[src/rtl/rlpe_pkg.sv]
package rlpe_pkg;

   // Length field bytes and the short-string limit of the encoding.
   localparam int LENGTH_BYTES = 4;
   localparam int SHORT_LIMIT  = 55;

   // Prefix codes of the encoding.
   localparam logic [7:0] EMPTY_CODE = 8'h80;
   localparam logic [7:0] SINGLE_MAX = 8'h7f;
   localparam logic [7:0] SHORT_BASE = 8'h80;
   localparam logic [7:0] LONG_BASE  = 8'hb7;

   // Largest length that LENGTH_BYTES bytes can carry, limited to the 32-bit field.
   localparam logic [63:0] LEN_LIM_WIDE = (64'd1 << (8 * LENGTH_BYTES)) - 64'd1;
   localparam logic [31:0] LEN_MAX      = (LENGTH_BYTES >= 4) ? 32'hffff_ffff
                                                              : LEN_LIM_WIDE[31:0];

   // Entries of the queue between the front and back ends.
   localparam int QUEUE_DEPTH = 2;

   // One classified transaction: an optional header byte, up to four length
   // bytes taken from len, and a closing byte.
   typedef struct packed {
      logic        has_head;
      logic [7:0]  head_byte;
      logic [2:0]  num_len;
      logic [31:0] len;
      logic [7:0]  tail_byte;
      logic        err;
      logic        ends;
   } desc_type;

endpackage

[src/rtl/rlpe_req_if.sv]
interface rlpe_req_if;
   logic        valid;
   logic        ready;
   logic        start_req;
   logic [31:0] string_length;
   logic [7:0]  data_byte;

   modport source (output valid, output start_req, output string_length,
                   output data_byte, input ready);
   modport sink   (input valid, input start_req, input string_length,
                   input data_byte, output ready);
endinterface

[src/rtl/rlpe_rsp_if.sv]
interface rlpe_rsp_if;
   logic       valid;
   logic       ready;
   logic [7:0] out_byte;
   logic       run_last;
   logic       encoding_end;
   logic       sequence_error;

   modport source (output valid, output out_byte, output run_last,
                   output encoding_end, output sequence_error, input ready);
   modport sink   (input valid, input out_byte, input run_last,
                   input encoding_end, input sequence_error, output ready);
endinterface

[src/rtl/rlp_string_encoder.sv]
// Recursive length prefix encoder for byte strings. The first transaction of a
// string carries its length and first byte; each further transaction carries one
// payload byte. Results leave one byte per cycle through a registered output
// while the receiver is ready. Payload transactions sustain one per cycle while
// the queue has room and the output is not held. The first transaction of a string
// produces one to six result bytes (header, up to four length bytes, first payload
// byte) and holds the result side until they are all out; the two-entry queue
// between the classifying front end and the byte-emitting back end takes one more
// transaction meanwhile, after which the input stalls until the queue has room.
module rlp_string_encoder #(
   parameter int LENGTH_BYTES = rlpe_pkg::LENGTH_BYTES,
   parameter int SHORT_LIMIT  = rlpe_pkg::SHORT_LIMIT
) (
   input  logic       clock,
   input  logic       reset,
   rlpe_req_if.sink   req_ch,
   rlpe_rsp_if.source rsp_ch
);
   import rlpe_pkg::*;

   logic     q_push, q_full, q_pop, q_valid;
   desc_type q_in_data, q_head_data;

   // Classify incoming transactions and track the remaining payload count.
   rlpe_front #(
      .LENGTH_BYTES (LENGTH_BYTES),
      .SHORT_LIMIT  (SHORT_LIMIT)
   ) u_front (
      .clock  (clock),
      .reset  (reset),
      .req_ch (req_ch),
      .q_full (q_full),
      .q_push (q_push),
      .q_data (q_in_data)
   );

   // Decouple the front end from the byte emitter.
   rlpe_queue u_queue (
      .clock      (clock),
      .reset      (reset),
      .push       (q_push),
      .push_data  (q_in_data),
      .full       (q_full),
      .pop        (q_pop),
      .head_valid (q_valid),
      .head_data  (q_head_data)
   );

   // Emit the encoded bytes one per cycle while the output is ready.
   rlpe_back u_back (
      .clock   (clock),
      .reset   (reset),
      .q_valid (q_valid),
      .q_data  (q_head_data),
      .q_pop   (q_pop),
      .rsp_ch  (rsp_ch)
   );

endmodule

[src/rtl/rlpe_front.sv]
module rlpe_front #(
   parameter int LENGTH_BYTES = rlpe_pkg::LENGTH_BYTES,
   parameter int SHORT_LIMIT  = rlpe_pkg::SHORT_LIMIT
) (
   input  logic              clock,
   input  logic              reset,
   rlpe_req_if.sink          req_ch,
   input  logic              q_full,
   output logic              q_push,
   output rlpe_pkg::desc_type q_data
);
   import rlpe_pkg::*;

   // Largest length that LENGTH_BYTES bytes can carry, limited to the 32-bit field.
   localparam logic [63:0] LenLimWide = (64'd1 << (8 * LENGTH_BYTES)) - 64'd1;
   localparam logic [31:0] LenMax     = (LENGTH_BYTES >= 4) ? 32'hffff_ffff
                                                            : LenLimWide[31:0];

   logic [31:0] remain_ff, remain_in;
   logic [31:0] len_sat;
   logic [2:0]  num_bytes;
   logic        accept;

   // A transaction is taken whenever the queue has room.
   assign req_ch.ready = !q_full;
   assign accept       = req_ch.valid && !q_full;
   assign q_push       = accept;

   // Saturate the length and count its significant bytes.
   always_comb begin
      len_sat = (req_ch.string_length > LenMax) ? LenMax : req_ch.string_length;
      if (len_sat[31:24] != 8'd0) begin
         num_bytes = 3'd4;
      end else if (len_sat[23:16] != 8'd0) begin
         num_bytes = 3'd3;
      end else if (len_sat[15:8] != 8'd0) begin
         num_bytes = 3'd2;
      end else begin
         num_bytes = 3'd1;
      end
   end

   // Classify the transaction and work out the payload count left after it.
   always_comb begin
      q_data           = '0;
      q_data.len       = len_sat;
      q_data.tail_byte = req_ch.data_byte;
      remain_in        = remain_ff;
      if (req_ch.start_req) begin
         q_data.err = (remain_ff != 32'd0);
         if (len_sat == 32'd0) begin
            q_data.tail_byte = EMPTY_CODE;
            q_data.ends      = 1'b1;
            remain_in        = 32'd0;
         end else if (len_sat == 32'd1 && req_ch.data_byte <= SINGLE_MAX) begin
            q_data.ends = 1'b1;
            remain_in   = 32'd0;
         end else begin
            q_data.has_head = 1'b1;
            if (len_sat <= 32'(SHORT_LIMIT)) begin
               q_data.head_byte = SHORT_BASE + len_sat[7:0];
               q_data.num_len   = 3'd0;
            end else begin
               q_data.head_byte = LONG_BASE + {5'd0, num_bytes};
               q_data.num_len   = num_bytes;
            end
            remain_in   = len_sat - 32'd1;
            q_data.ends = (len_sat == 32'd1);
         end
      end else if (remain_ff == 32'd0) begin
         q_data.tail_byte = 8'd0;
         q_data.err       = 1'b1;
      end else begin
         remain_in   = remain_ff - 32'd1;
         q_data.ends = (remain_ff == 32'd1);
      end
   end

   // Payload bytes still expected in the current string.
   always_ff @(posedge clock) begin
      if (reset) begin
         remain_ff <= 32'd0;
      end else if (accept) begin
         remain_ff <= remain_in;
      end
   end

endmodule

[src/rtl/rlpe_queue.sv]
module rlpe_queue (
   input  logic               clock,
   input  logic               reset,
   input  logic               push,
   input  rlpe_pkg::desc_type push_data,
   output logic               full,
   input  logic               pop,
   output logic               head_valid,
   output rlpe_pkg::desc_type head_data
);
   import rlpe_pkg::*;

   localparam int PtrW = (QUEUE_DEPTH > 1) ? $clog2(QUEUE_DEPTH) : 1;
   localparam int CntW = $clog2(QUEUE_DEPTH + 1);
   localparam logic [PtrW-1:0] LastPtr = PtrW'(QUEUE_DEPTH - 1);

   desc_type        entries_ff [QUEUE_DEPTH];
   logic [PtrW-1:0] wr_ptr_ff, wr_ptr_in;
   logic [PtrW-1:0] rd_ptr_ff, rd_ptr_in;
   logic [CntW-1:0] count_ff, count_in;

   assign full       = (count_ff == CntW'(QUEUE_DEPTH));
   assign head_valid = (count_ff != '0);
   assign head_data  = entries_ff[rd_ptr_ff];

   // Pointer and fill count updates.
   always_comb begin
      wr_ptr_in = wr_ptr_ff;
      rd_ptr_in = rd_ptr_ff;
      count_in  = count_ff;
      if (push) begin
         wr_ptr_in = (wr_ptr_ff == LastPtr) ? '0 : wr_ptr_ff + PtrW'(1);
      end
      if (pop) begin
         rd_ptr_in = (rd_ptr_ff == LastPtr) ? '0 : rd_ptr_ff + PtrW'(1);
      end
      if (push && !pop) begin
         count_in = count_ff + CntW'(1);
      end else if (pop && !push) begin
         count_in = count_ff - CntW'(1);
      end
   end

   always_ff @(posedge clock) begin
      if (reset) begin
         wr_ptr_ff <= '0;
         rd_ptr_ff <= '0;
         count_ff  <= '0;
      end else begin
         wr_ptr_ff <= wr_ptr_in;
         rd_ptr_ff <= rd_ptr_in;
         count_ff  <= count_in;
      end
   end

   // Entry storage.
   always_ff @(posedge clock) begin
      if (push) begin
         entries_ff[wr_ptr_ff] <= push_data;
      end
   end

endmodule

[src/rtl/rlpe_back.sv]
module rlpe_back (
   input  logic               clock,
   input  logic               reset,
   input  logic               q_valid,
   input  rlpe_pkg::desc_type q_data,
   output logic               q_pop,
   rlpe_rsp_if.source         rsp_ch
);
   import rlpe_pkg::*;

   logic [2:0] ph_ff, ph_in;
   logic [2:0] idx;
   logic [1:0] sel;
   logic       at_head, at_tail, load;
   logic [7:0] len_byte, byte_in;
   logic       valid_ff, valid_in;
   logic [7:0] byte_ff;
   logic       last_ff, end_ff, err_ff;

   // The output register takes a new byte when a transaction waits and it is empty or being drained.
   assign load  = q_valid && (!valid_ff || rsp_ch.ready);
   assign q_pop = load && at_tail;

   // Pick the byte of the head transaction that the phase points at.
   always_comb begin
      idx     = ph_ff - {2'd0, q_data.has_head};
      at_head = q_data.has_head && (ph_ff == 3'd0);
      at_tail = !at_head && (idx == q_data.num_len);
      sel     = q_data.num_len[1:0] - 2'd1 - idx[1:0];
      case (sel)
         2'd0:    len_byte = q_data.len[7:0];
         2'd1:    len_byte = q_data.len[15:8];
         2'd2:    len_byte = q_data.len[23:16];
         2'd3:    len_byte = q_data.len[31:24];
         default: len_byte = q_data.len[7:0];
      endcase
      if (at_head) begin
         byte_in = q_data.head_byte;
      end else if (at_tail) begin
         byte_in = q_data.tail_byte;
      end else begin
         byte_in = len_byte;
      end
   end

   // Phase within the head transaction and output valid.
   always_comb begin
      ph_in    = ph_ff;
      valid_in = valid_ff;
      if (load) begin
         ph_in    = at_tail ? 3'd0 : ph_ff + 3'd1;
         valid_in = 1'b1;
      end else if (rsp_ch.ready) begin
         valid_in = 1'b0;
      end
   end

   always_ff @(posedge clock) begin
      if (reset) begin
         ph_ff    <= 3'd0;
         valid_ff <= 1'b0;
      end else begin
         ph_ff    <= ph_in;
         valid_ff <= valid_in;
      end
   end

   // Output payload register.
   always_ff @(posedge clock) begin
      if (load) begin
         byte_ff <= byte_in;
         last_ff <= at_tail;
         end_ff  <= at_tail && q_data.ends;
         err_ff  <= q_data.err;
      end
   end

   assign rsp_ch.valid          = valid_ff;
   assign rsp_ch.out_byte       = byte_ff;
   assign rsp_ch.run_last       = last_ff;
   assign rsp_ch.encoding_end   = end_ff;
   assign rsp_ch.sequence_error = err_ff;

endmodule
[src/flat_wrapper.sv]
// flat-port wrapper written by rule: the top's interface ports become plain ports
module rlp_string_encoder_flat import rlpe_pkg::*;
#(
   parameter int LENGTH_BYTES = rlpe_pkg::LENGTH_BYTES,
   parameter int SHORT_LIMIT  = rlpe_pkg::SHORT_LIMIT
)
  (clock, reset, req_ch_valid, req_ch_start_req, req_ch_string_length, req_ch_data_byte, req_ch_ready, rsp_ch_valid, rsp_ch_out_byte, rsp_ch_run_last, rsp_ch_encoding_end, rsp_ch_sequence_error, rsp_ch_ready);
  rlpe_req_if req_ch_i ();
  rlpe_rsp_if rsp_ch_i ();
  input  logic clock;
  input  logic reset;
  input wire logic [$bits(req_ch_i.valid)-1:0] req_ch_valid;
  input wire logic [$bits(req_ch_i.start_req)-1:0] req_ch_start_req;
  input wire logic [$bits(req_ch_i.string_length)-1:0] req_ch_string_length;
  input wire logic [$bits(req_ch_i.data_byte)-1:0] req_ch_data_byte;
  output wire logic [$bits(req_ch_i.ready)-1:0] req_ch_ready;
  output wire logic [$bits(rsp_ch_i.valid)-1:0] rsp_ch_valid;
  output wire logic [$bits(rsp_ch_i.out_byte)-1:0] rsp_ch_out_byte;
  output wire logic [$bits(rsp_ch_i.run_last)-1:0] rsp_ch_run_last;
  output wire logic [$bits(rsp_ch_i.encoding_end)-1:0] rsp_ch_encoding_end;
  output wire logic [$bits(rsp_ch_i.sequence_error)-1:0] rsp_ch_sequence_error;
  input wire logic [$bits(rsp_ch_i.ready)-1:0] rsp_ch_ready;
  assign req_ch_i.valid = req_ch_valid;
  assign req_ch_i.start_req = req_ch_start_req;
  assign req_ch_i.string_length = req_ch_string_length;
  assign req_ch_i.data_byte = req_ch_data_byte;
  assign req_ch_ready = req_ch_i.ready;
  assign rsp_ch_valid = rsp_ch_i.valid;
  assign rsp_ch_out_byte = rsp_ch_i.out_byte;
  assign rsp_ch_run_last = rsp_ch_i.run_last;
  assign rsp_ch_encoding_end = rsp_ch_i.encoding_end;
  assign rsp_ch_sequence_error = rsp_ch_i.sequence_error;
  assign rsp_ch_i.ready = rsp_ch_ready;
  rlp_string_encoder #(.LENGTH_BYTES(LENGTH_BYTES), .SHORT_LIMIT(SHORT_LIMIT)) u_core (.clock(clock), .reset(reset), .req_ch(req_ch_i), .rsp_ch(rsp_ch_i));
endmodule
[config.mk]
export PLATFORM = sky130hd
export DESIGN_NAME = rlp_string_encoder_flat
export DESIGN_NICKNAME = d
export VERILOG_FILES = /design/src/rtl/rlpe_pkg.sv /design/src/rtl/rlpe_req_if.sv /design/src/rtl/rlpe_rsp_if.sv /design/src/rtl/rlp_string_encoder.sv /design/src/rtl/rlpe_front.sv /design/src/rtl/rlpe_queue.sv /design/src/rtl/rlpe_back.sv /design/src/flat_wrapper.sv
export SDC_FILE = /design/constraint.sdc
export NUM_CORES = 1
export LEC_CHECK = 0
export BUFFER_PORTS_ARGS = -buffer_cell sky130_fd_sc_hd__buf_2
export CORE_MARGIN = 2
export CORE_UTILIZATION = 55
export CTS_CLUSTER_DIAMETER = 120
export CTS_CLUSTER_SIZE = 40
export DETAILED_ROUTE_END_ITERATION = 16
export GPL_TIMING_DRIVEN = 0
export PLACE_DENSITY = 0.78
export REMOVE_ABC_BUFFERS = 1
export SLEW_MARGIN = 20
export SYNTH_ARGS = -nofsm -noshare
export SYNTH_HDL_FRONTEND = slang
export SYNTH_SLANG_ARGS = --single-unit
[constraint.sdc]
create_clock -name clock -period 4.42 [get_ports clock]
set_input_delay 0.221 -clock clock [delete_from_list [all_inputs] [get_ports clock]]
set_output_delay 0.221 -clock clock [all_outputs]
set_load 0.1 [all_outputs]
# Word-level counts from Yosys, hierarchy flattened
# Memories as Yosys holds them, arrays and structs flattened. A register that Yosys moved wholly into a read port is not among the register bits.
# Index checks and enable logic that the tools add are counted.
# totals
ff_bits	51
ramBits	108
input_bits	45
output_inout_bits	13
elab_cells	93
mem_count	1
# classes
n_addsub	12
magnitude_cmp	3
eq_ne	8
n_mux	32
reduce_logical	27
# mem_list
name	words	word_bits	read_ports	rd_clocked_by_memory_dff	wr	line_no	source
u_core.u_queue.entries_ff	2	54	1	1	1	rlpe_queue.sv:17	desc_type entries_ff [QUEUE_DEPTH];
# op_table
op	count
$mux 32	5
$eq 32x1->1 const B	2
$logic_not 32->1	2
$sub 32x1->32 const B	2
$mux 12	3
$gt 32x32->1 const B	1
$le 32x6->1 const B	1
$pmux 8 s4	1
$reduce_bool 32->1	1
$mux 8	3
$reduce_bool 8->1	3
$mux 1	11
$mux 11	1
$mux 10	1
$logic_and 1x1->1	9
$mux 9	1
$add 8x3->8 const A	1
$add 8x8->8 const A	1
$le 8x7->1 const B	1
$mux 2	4
$eq 2x2->1 const B	3
$mux 3	2
$reduce_bool 2->1	3
$logic_not 1->1	5
13 further kinds	15

# Logic depth before layout (Yosys ltp)
# logic_depth
ltp_word	11
mapped_depth	16
ltp_nobuf	12

# By module
# Synthesis repeated with hierarchy kept, for this count alone.
# hier_totals
hier_cells	760
hier_area_um2	8620.8
# modules_own_cells
mod	instances	cells_each	area_each_um2	seq_area_each_um2
rlpe_queue	1	190	4122.7	3343.2
rlpe_front	1	472	3390.8	640.6
rlpe_back	1	98	1107.3	410.4

# Least setup slack after synthesis
# OpenSTA, ideal clock, no wires.
# synth_timing
path_kind	register to register
start	reg u_core.u_queue.count_ff[0]
end	mem u_core.u_queue.entries_ff[0][0] (netlist bit) (enable)
setup_ps	466
t_arrival_ps	3805
t_required_ps	3954
path_slack_ps	149
stages_incl_launch_ff	4
path_buffers	0
cell_sequence	dfxtp_1 -> nand2b_1 -> nand2_1 -> nor2_1
# synth_via
elab_chain_len	5
# synth_lines
element	line_no	source
start: declaration	rlpe_queue.sv:20	logic [CntW-1:0] count_ff, count_in;
start signal: assignment	rlpe_queue.sv:52	count_ff <= count_in;
$eq 2x2->1	rlpe_queue.sv:22	assign full = (count_ff == CntW'(QUEUE_DEPTH));
$logic_not 1->1	n/a	
net req_ch_ready	flat_wrapper.sv:16	output wire logic [$bits(req_ch_i.ready)-1:0] req_ch_ready;
$logic_and 1x1->1	rlpe_front.sv:26	assign accept = req_ch.valid && !q_full;
$mux 1	rlpe_queue.sv:58	if (push) begin
$mux 1 (not written as such)	rlpe_queue.sv:59	entries_ff[wr_ptr_ff] <= push_data;
end: declaration	rlpe_queue.sv:17	
# The timed path passes the listed nets, and every way through them passes these cells.

# Worst setup path after layout
# layout_timing
start	reg u_core.u_front.remain_ff[4]
end	reg u_core.u_front.remain_ff[16]
# layout_via
elab_chain_len	3
word_cells_on_any_way	6
classes_between	1 x add/sub; 1 x eq/ne; 2 x mux; 2 x reduce/logical
# layout_lines
element	line_no	source
start: declaration	rlpe_front.sv:19	logic [31:0] remain_ff, remain_in;
start signal: assignment	rlpe_front.sv:84	remain_ff <= remain_in;
$sub 32x1->32 or $logic_not 32->1 (tied branches)	rlpe_front.sv:74, rlpe_front.sv:70	
$mux 32 or $ne 2x2->1 (tied branches)	n/a	
$mux 32 or $reduce_and 2->1 (tied branches)	n/a	
# Several ways; a longest one is shown, not always the timed one. The select of a mux whose other input is x is not followed.
# A chain may end at the register's enable or synchronous reset.

==> results.txt <==
----------------------------------------------------
[Routing]
  Routed wire length per instance ... 20.7 um
  Remaining design rule violation count ... 0
  Number of vias in the routed layout ... 6,052
  Routed Antenna Nets ... 0
  Final wirelength ... 19,600 um
  Vias per std cell ... 6.42
  Drt pass-1 iters ... 6
  First-iteration detailed-routing DRC count ... 796

[Setup path]
  Critical path data required time ... 4.70 ns
  Kind of cell adding the most delay to the critical path ... simple AND/OR/NAND/NOR gates
  Number of buffers and inverters on the critical path ... 0
  Kind of start point of the critical path ... flop
  Maximum fanout along the worst path ... 21
  Kind of critical path ... flop to flop
  Critical-path top delay cell ... nand3b_1
  CP cell instances ... nor3_1 > nand4_1 > nor2_1 > nand2_1 > nor4_1 > ha_1 > nand3b_1 > nor2_1 > and2_1 > o21ai_0 > a21oi_1
  Minimum setup slack among reg-to-reg paths ... 0.46 ns
  Endpoint type of the worst setup path ... flop
  Peak per-stage delay on the critical path ... 0.66 ns
  Arrival time reported for the critical path endpoint ... 4.23 ns
  Cell seen most often among critical-path stages ... nor2_1

[Clock tree]
  CTS H-Tree Depth ... 4
  Clock Latency Late Sink ... 0.43 ns
  Clock Root Buffer ... clkbuf_16
  CTS tree ... built
  Cts hold-fix bufs ... 0
  Buffer levels on the longest clock path ... 2
  Clock edge transition at the registers on the reported setup and hold paths ... 0.06 ns
  Total CTS buffers ... 17
  Number of clock sinks seen by CTS ... 160

[Die]
  Starting density of the core ... 56.7%
  Std-Cell Core Area ... 14,000 sq um
  Die height ... 124 um
  Die width ... 124 um
  Standard-cell rows ... 43
  Total die area ... 15,400 sq um
  Num ports ... 58

[STA]
  Setup TNS ... 0 ns
  Maximum clock rate ... 253 MHz
  Setup repair after global routing missed its margin ... no
  Worst-Margin Slew ... 0.938 ns
  Post-route clock period utilization ... 89.5%
  Max-slew violations ... 0
  Final count of hold timing violations ... 0
  Final setup vio count ... 0
  Worst clock skew on the final layout ... 0.00758 ns
  Slew headroom ... 36.9%
  Tmin final ... 3.96 ns

[Synth]
  Synthesized area ... 7930 sq um
  Main flop type after synthesis ... edfxtp_1
  Flops & latches, synth ... 160
  Cell variety after synth ... 63
  Average instance area after synthesis ... 11.4 sq um
  Sequential area share after synthesis ... 55.4%
  Async S/R FF share, synth ... 0%
  Yosys warning count ... 0
  Gate count after technology mapping ... 697
  Number of enable-type register cells in the synthesized netlist ... 119

[Global routing]
  Via count of the first global-routing pass ... 5,873
  Overall global routing resource usage ... 26.4%
  Initial antenna violation count ... 0
  Grt total ovfl ... 0
  Largest net degree at the start of global routing ... 55
  Global-route wire length before repair ... 30,300 um

[Hold path]
  Class of the tightest hold or removal check ... input pin to flop

[Run status]
  Result of the run ... finished clean

[Power]
  Power density cells ... 681 nW/um^2
  P_leak ... 0.00312 uW
  Max IR drop VDD ... 0.000332 V

[Flow run]
  Maxcap violations ... 0

[Placed design]
  Post-DP HPWL ... 13,100 um
  Port Buffer Count ... 57
  Placer's final routability congestion estimate ... 0.944
  Placed Cells ... 907

[Cells and area]
  Ant. Diodes ... 0
  Final design utilization ... 64.3%
  Area added between synthesis and finish ... 13.5%
  Fraction of layout instances using a drive strength above 1 ... 17.7%
  Final nets ... 809
  Number of cells in the finished layout apart from fillers ... 943

----------------------------------------------------
==> kinds of logic after synthesis <==
logic type / synth area share (%)
DFF: 55.4
muxes: 7.77
buffers and inverters: 2.37
and+or+nand+nor: 16.5
adders and majority gates: 2.05
xor gates and xnor gates: 4.53
other: 0.0473
AOI/OAI and AO/OA: 11.3
==> cell usage in the layout (no fill, tap or decap), types with 17 or more instances in the layout <==
master and count:
a21oi_1 38, buf_2 57, clkbuf_16 17, dfxtp_1 40
edfxtp_1 119, mux2i_1 21, nand2_1 49, nor2_1 63
nor3_1 25, nor4_1 21, o21ai_0 37, xnor2_1 20
xor2_1 20
==> registers in the layout, summed over array words and instances, names as in the netlist, named ones only <==
| signal | cells |
|---|---|
| u_core.u_queue.wr_ptr_ff | 1 |
| u_core.u_back.rsp_ch.encoding_end | 1 |
| u_core.u_back.rsp_ch.valid | 1 |
| u_core.u_queue.rd_ptr_ff | 1 |
| u_core.u_back.ph_ff | 3 |
| u_core.u_queue.count_ff | 2 |
| u_core.u_back.rsp_ch.sequence_error | 1 |
| u_core.u_queue.entries_ff | 108 |
| u_core.u_front.remain_ff | 32 |
| u_core.u_back.rsp_ch.run_last | 1 |
| u_core.u_back.rsp_ch.out_byte | 8 |
==> cell usage after synthesis (20+ instances only) <==
master    count  area, sq um
nor4_1       22          138
nand2_1      49          184
mux2i_1      21          210
xnor2_1      21          184
nor3_1       25          125
edfxtp_1    119         3570
xor2_1       20          175
clkbuf_1     21         78.8
o21ai_0      37          185
nor2_1       65          244
dfxtp_1      41          821
a21oi_1      38          190
==> worst paths after layout <==
| kind | start | to | cells past startpoint |
|---|---|---|---|
| setup / recovery | u_core.u_front.remain_ff[4]$_SDFFE_PP0P_ | u_core.u_front.remain_ff[16]$_SDFFE_PP0P_ | 11 |
| hold / removal | req_ch_string_length[29] | u_core.u_queue.entries_ff[0][39]$_DFFE_PP_ | 1 |
| hold reg to reg | u_core.u_back.ph_ff[1]$_SDFFE_PP0P_ | u_core.u_back.ph_ff[1]$_SDFFE_PP0P_ | 2 |
| setup reg to reg | u_core.u_front.remain_ff[4]$_SDFFE_PP0P_ | u_core.u_front.remain_ff[16]$_SDFFE_PP0P_ | 11 |
==> area by class of cell <==
type,instances,area (sq um)
multi-input combinational,491,3380
tap,180,225
clock inverter,10,114
inverter,16,60.1
sequential,160,4400
timing repair buffer,65,374
fill,1038,5000
clock buffer,21,440
==> repair_timing <==
action | 4_1_cts | 5_1_grt
resized for setup | 0 | 1
setup buffers | 0 | 4
endpoints found under the setup margin | 0 | 8
==> worst reg2reg max path, stage by stage, from the launching register on <==
cell	delay, ns
dfxtp_1	0.35
nor3_1	0.65
nand4_1	0.45
nor2_1	0.21
nand2_1	0.09
nor4_1	0.28
ha_1	0.27
nand3b_1	0.66
nor2_1	0.37
and2_1	0.24
o21ai_0	0.15
a21oi_1	0.09
==> metal layers <==
layer	track usage, %	routed length (um)	part of all wire [%]	vias up
met2	45.5	9790	50	298
li1	-	-	-	2765
met3	5.72	1490	7.6	40
met4	9.69	406	2.1	0
met1	32.8	7870	40	2949
met5	0	0	0	-
==> power breakdown <==
group          internal, uW  leakage [uW]  switching (uW)
sequential             2030       0.00145             183
combinational           871       0.00141            1650
clock                   825      0.000259             570
total                  3720       0.00312            2400
==> through the flow <==
step / setup WS, ns / area [sq um] / power (uW) / hold WS, ns
6_report: 0.465 / 8990 / 6130 / 0.0421
5_1_grt: 0.0386 / 8990 / 6420 / 0.0428
4_1_cts: 0.0928 / 8950 / 6090 / 0.0270
3_5_place_dp: 0.170 / 8390 / 4680 / 0.470
3_3_place_gp: -1.34 / 8310 / 4560 / 0.458
2_1_floorplan: -0.230 / 7800 / 4050 / 0.290
Note: power is estimated with default switching activity, not from simulation.
